[src/design/sbe_pkg.sv]
// Shared constants for the stack bytecode execute unit.
`timescale 1ns / 1ps
package sbe_pkg;
    localparam int STACK_DEPTH = 64;
    localparam int LOCAL_COUNT = 256;

    localparam logic [4:0] OP_NOP   = 5'd0;
    localparam logic [4:0] OP_POP   = 5'd1;
    localparam logic [4:0] OP_DUP   = 5'd2;
    localparam logic [4:0] OP_SWAP  = 5'd3;
    localparam logic [4:0] OP_ADD   = 5'd4;
    localparam logic [4:0] OP_SUB   = 5'd5;
    localparam logic [4:0] OP_MUL   = 5'd6;
    localparam logic [4:0] OP_DIV   = 5'd7;
    localparam logic [4:0] OP_REM   = 5'd8;
    localparam logic [4:0] OP_AND   = 5'd9;
    localparam logic [4:0] OP_OR    = 5'd10;
    localparam logic [4:0] OP_XOR   = 5'd11;
    localparam logic [4:0] OP_SHL   = 5'd12;
    localparam logic [4:0] OP_SHR   = 5'd13;
    localparam logic [4:0] OP_BPUSH = 5'd14;
    localparam logic [4:0] OP_CPUSH = 5'd15;
    localparam logic [4:0] OP_VLOAD = 5'd16;
    localparam logic [4:0] OP_VSTOR = 5'd17;
    localparam logic [4:0] OP_IFEQ  = 5'd18;
    localparam logic [4:0] OP_IFNE  = 5'd19;
    localparam logic [4:0] OP_IFLT  = 5'd20;
    localparam logic [4:0] OP_IFGE  = 5'd21;
    localparam logic [4:0] OP_IFGT  = 5'd22;
    localparam logic [4:0] OP_IFLE  = 5'd23;
    localparam logic [4:0] OP_GOTO  = 5'd24;
    localparam logic [4:0] OP_RET   = 5'd25;

    localparam logic [2:0] ERR_NONE   = 3'd0;
    localparam logic [2:0] ERR_DIV    = 3'd1;
    localparam logic [2:0] ERR_SHIFT  = 3'd2;
    localparam logic [2:0] ERR_UNDER  = 3'd3;
    localparam logic [2:0] ERR_OVER   = 3'd4;
    localparam logic [2:0] ERR_OPCODE = 3'd5;

    localparam logic [31:0] WORD_MIN  = 32'h8000_0000;
    localparam logic [31:0] SHIFT_MAX = 32'd31;

    // controller -> datapath
    typedef struct packed {
        logic load;      // capture request, start stack reads
        logic rd_x;      // capture second operand
        logic rd_y;      // capture top operand
        logic div_start;
        logic exec;      // check and compute, write back
    } t_cmd;

    // datapath -> controller
    typedef struct packed {
        logic div_done;
        logic need_div;
    } t_status;
endpackage

[src/design/sbe_control.sv]
// Controller state machine sequencing stack reads, divide and write back.
`timescale 1ns / 1ps
module sbe_control (
    input  logic             i_clk,
    input  logic             i_rst_n,
    input  logic             i_in_fire,
    input  logic             i_out_fire,
    output logic             o_in_ready,
    output logic             o_out_valid,
    output sbe_pkg::t_cmd    o_cmd,
    input  sbe_pkg::t_status i_status
);
    localparam logic [2:0] S_IDLE = 3'd0;
    localparam logic [2:0] S_RDY  = 3'd1;
    localparam logic [2:0] S_RDX  = 3'd2;
    localparam logic [2:0] S_DIV  = 3'd3;
    localparam logic [2:0] S_WAIT = 3'd4;
    localparam logic [2:0] S_EXEC = 3'd5;
    localparam logic [2:0] S_OUT  = 3'd6;

    logic [2:0] r_state, n_state;

    always_comb begin
        n_state = r_state;
        o_cmd = '0;
        o_cmd.load = (r_state == S_IDLE) && i_in_fire;
        unique case (r_state)
            S_IDLE: if (i_in_fire) n_state = S_RDY;
            S_RDY: begin o_cmd.rd_y = 1'b1; n_state = S_RDX; end
            S_RDX: begin
                o_cmd.rd_x = 1'b1;
                n_state = S_DIV;
            end
            S_DIV: begin
                if (i_status.need_div) begin
                    o_cmd.div_start = 1'b1;
                    n_state = S_WAIT;
                end else begin
                    n_state = S_EXEC;
                end
            end
            S_WAIT: if (i_status.div_done) n_state = S_EXEC;
            S_EXEC: begin o_cmd.exec = 1'b1; n_state = S_OUT; end
            S_OUT:  if (i_out_fire) n_state = S_IDLE;
            default: n_state = S_IDLE;
        endcase
    end

    always_ff @(posedge i_clk) begin
        if (!i_rst_n) r_state <= S_IDLE;
        else          r_state <= n_state;
    end

    assign o_in_ready  = (r_state == S_IDLE);
    assign o_out_valid = (r_state == S_OUT);
endmodule

[config.mk]
export PLATFORM = sky130hd
export DESIGN_NAME = sbe_control
export DESIGN_NICKNAME = d
export VERILOG_FILES = /design/src/design/sbe_pkg.sv /design/src/design/sbe_control.sv
export SDC_FILE = /design/constraint.sdc
export NUM_CORES = 1
export LEC_CHECK = 0
export CAP_MARGIN = 40
export CORE_AREA = 4 4 41 43
export DETAILED_ROUTE_END_ITERATION = 8
export DIE_AREA = 0 0 45 47
export DONT_BUFFER_PORTS = 1
export GPL_ROUTABILITY_DRIVEN = 0
export PLACE_DENSITY_LB_ADDON = 0.3
export SLEW_MARGIN = 30
export SYNTH_ARGS = -nofsm -noshare
export SYNTH_HDL_FRONTEND = slang
export SYNTH_SLANG_ARGS = --single-unit
[constraint.sdc]
create_clock -name i_clk -period 1.2 [get_ports i_clk]
set_clock_uncertainty 0.15 [all_clocks]
set_input_delay 0.12 -clock i_clk [delete_from_list [all_inputs] [get_ports i_clk]]
set_output_delay 0.12 -clock i_clk [all_outputs]
set_load 0.01 [all_outputs]
==> summary.md <==
| Metric | Value |
|---|---|
| Sequential cell area fraction in the yosys report | `0.2945` |
| Cells after Synth | `24` |
| Vias in the first global route | `around 250` |
| Hold Path Class | `in -> reg` |
| Die Y | `about 47 µm` |
| Final setup viols | `7` |
| Mapped Area | `around 200 µm²` |
| Crit start category | `register` |
| Via Count | `between 200 and 250` |
| Slew headroom | `0.8771` |
| Routed WL per cell | `approximately 13 µm` |
| Arrival time worst endpoint | `1.00 ns` |
| Worst path required time | `~0.93 ns` |
| Max reg flops | `3` |
| CTS HTree Levels | `1` |
| Buffer depth of the longest clock path | `2` |
| Critical path buffers and inverters | `2` |
| Placed cell area | `around 240 µm²` |
| Total grt overflow | `0` |
| DRT Pass-1 Iters | `3` |
| Max IR drop VDD | `slightly below 400 µV` |
| Nets | `47` |
| Met2 Wirelength | `450 µm` |
| Buffers added on ports | `0` |
| Final hold violation count | `1` |
| First-pass GRT wire length | `1035 µm` |
| Largest net degree at the start of global routing | `8` |
| CTS root buffer | `clkbuf_4` |
| Vias per std cell | `4.364` |
| Share of cells above drive strength 1 | `0.7250` |
| # rows | `13` |
| Register bit count reported by yosys | `3` |
| CTS buffer count | `3` |
| Max capacitance violation total | `0` |
| Avg Synthesized Cell Area | `8.498 µm²` |
| Critical R2R Capture | `r_state[0]` |
| Peak Freq | `785.6 MHz` |
| Total clock sinks | `3` |
| Distinct cells, synth | `18` |
| Die footprint | `2115 µm²` |
| Antenna cells | `0` |
| Setup CP Type | `reg -> out` |
| Crit path to | `o_out_valid` |
| Initial antenna violation count | `0` |
| Most common cell after layout, fill and taps aside | `buf_4` |
| Family with the most delay on the worst path | `flip-flops` |
| Largest regs | `r_state x3` |
| Critical Path Fanout Max | `5` |
| Worst Tran Pin Value | `around 0.18 ns` |
| CORE AREA | `roughly 1300 µm²` |
| R2r startpoint | `r_state[1]` |
| Ports | `13` |
| Die outline width | `45 µm` |
| Most flop-heavy register | `r_state` |
| Design area | `432.9 µm²` |
| Final critical-path share of the clock period | `1.061` |
| Post-Route WL | `719 µm` |
| Status | `complete, but fails checks` |
| Total design power | `469.5 µW` |
| Crit. Startpoint | `r_state[1]` |
| Crit-path cells | `inv_6, nor3b_2, buf_4` |
| Met1 wire length | `approximately 230 µm` |
| Fin Hold WS | `-0.07242 ns` |
| R2R cell count | `3` |
| Highest metal used | `met4` |
| Synthesized Nets | `30` |
| Overall Global Routing Usage | `0.07577` |
| Leak pwr | `between 0.00015 and 0.0002 µW` |
| Met3 wire len | `about 14 µm` |
| Tmin final | `roughly 1.3 ns` |
| CP max-delay cell | `dfxtp_4` |
| RSZ-0062 raised after global routing | `true` |
| Failing checks | `hold timing, setup timing` |
| Setup ws final | `-0.07288 ns` |
| Initial core utilization | `0.1567` |
| Critical Path Max Stage Delay | `0.40 ns` |
| Power per cell area | `1085 nW/µm²` |
| R2R Setup Slk | `~0.03 ns` |
| Layout area overhead | `112.3%` |
| Yosys warning count | `0` |
| Post-DRT Antenna Nets | `0` |
| DPL Wire Length | `roughly 420 µm` |
| Clock Latency Late Sink | `0.23 ns` |
| Critical Path Stages | `3` |
| Drc violations | `0` |
| CTS tree | `yes` |
| Most frequent cells in the layout | `buf_4 (11), clkbuf_4 (3), dfxtp_4 (3)` |
| Hold_buf cts | `2` |
| Clock-pin slew on the worst setup and hold paths | `approximately 0.040 ns` |
| Initial drt markers | `3` |
| Crit end category | `output port` |
| Fin. max-slew vios | `0` |
timing repair:
action	4_1_cts	5_1_grt
setup buffers	5	2
pin swaps	3	4
resized for setup	16	8
endpoints found under the setup margin	7	8
endpoints found under the hold margin	3	1
power by group:
part / internal [µW] / leakage [µW] / switching [µW]
clock network: 124 / 0.0000150 / 49.6
registers: 110 / 0.0000267 / 27.2
logic: 93.2 / 0.000145 / 64.7
total: 328 / 0.000187 / 142
worst min path at each step:
stage          cells after the start         end        start  slack [ns]
6_report                           2  r_state[0]  i_status[0]       -0.07
5_1_grt                            2  r_state[0]  i_status[0]       -0.08
4_1_cts                            2  r_state[0]  i_status[0]       -0.07
3_5_place_dp                       1  r_state[1]      i_rst_n         0.1
3_3_place_gp                       1  r_state[1]      i_rst_n        0.09
2_1_floorplan                      1  r_state[1]      i_rst_n        0.09
Yosys cell counts (all sizes together):
cell	n	area, µm²
nand2b	1	6.260
a211oi	1	7.510
buf	2	16.26
dfxtp	3	60.06
nor3	3	20.02
nor4bb	1	10.01
nor3b	1	7.510
a21oi	2	10.01
inv	1	3.750
nor2b	2	12.51
o21a	1	7.510
o211a	1	10.01
and3b	1	8.760
and2	2	12.51
nand2	1	3.750
o211ai	1	7.510
layer usage:
metal	up-vias	GRT usage
met5	-	0
met4	0	0.1053
met2	5	0.1384
met3	2	0.01149
li1	119	-
met1	114	0.05896
final cells by class:
cell class / count / area, µm²
fill: 150 / 868.3
multi-input combinational: 18 / 193.9
timing repair buffer: 14 / 113.9
sequential: 3 / 71.32
clock buffer: 4 / 26.28
tap: 15 / 18.77
inverter: 1 / 8.758
cell families after synthesis:
kind of cell | after synthesis | share of synthesized area
compound gates | 6 | 0.2086
buf+inv | 3 | 0.09811
flops | 3 | 0.2945
simple gates | 12 | 0.3988
through the flow:
step,instances,setup TNS [ns],hold WS [ns],setup WS [ns],util
floorplan,24,0,0.08773,0.02362,-
global placement,42,0,0.09264,0.01784,0.1875
detailed placement,42,0,0.09554,0.03635,0.1875
CTS,53,-0.2892,-0.06633,-0.05863,0.2904
global route,55,-0.6792,-0.08154,-0.1151,0.3327
finish,55,-0.3410,-0.07242,-0.07288,0.3327
Note: power is estimated with default switching activity, not from simulation.
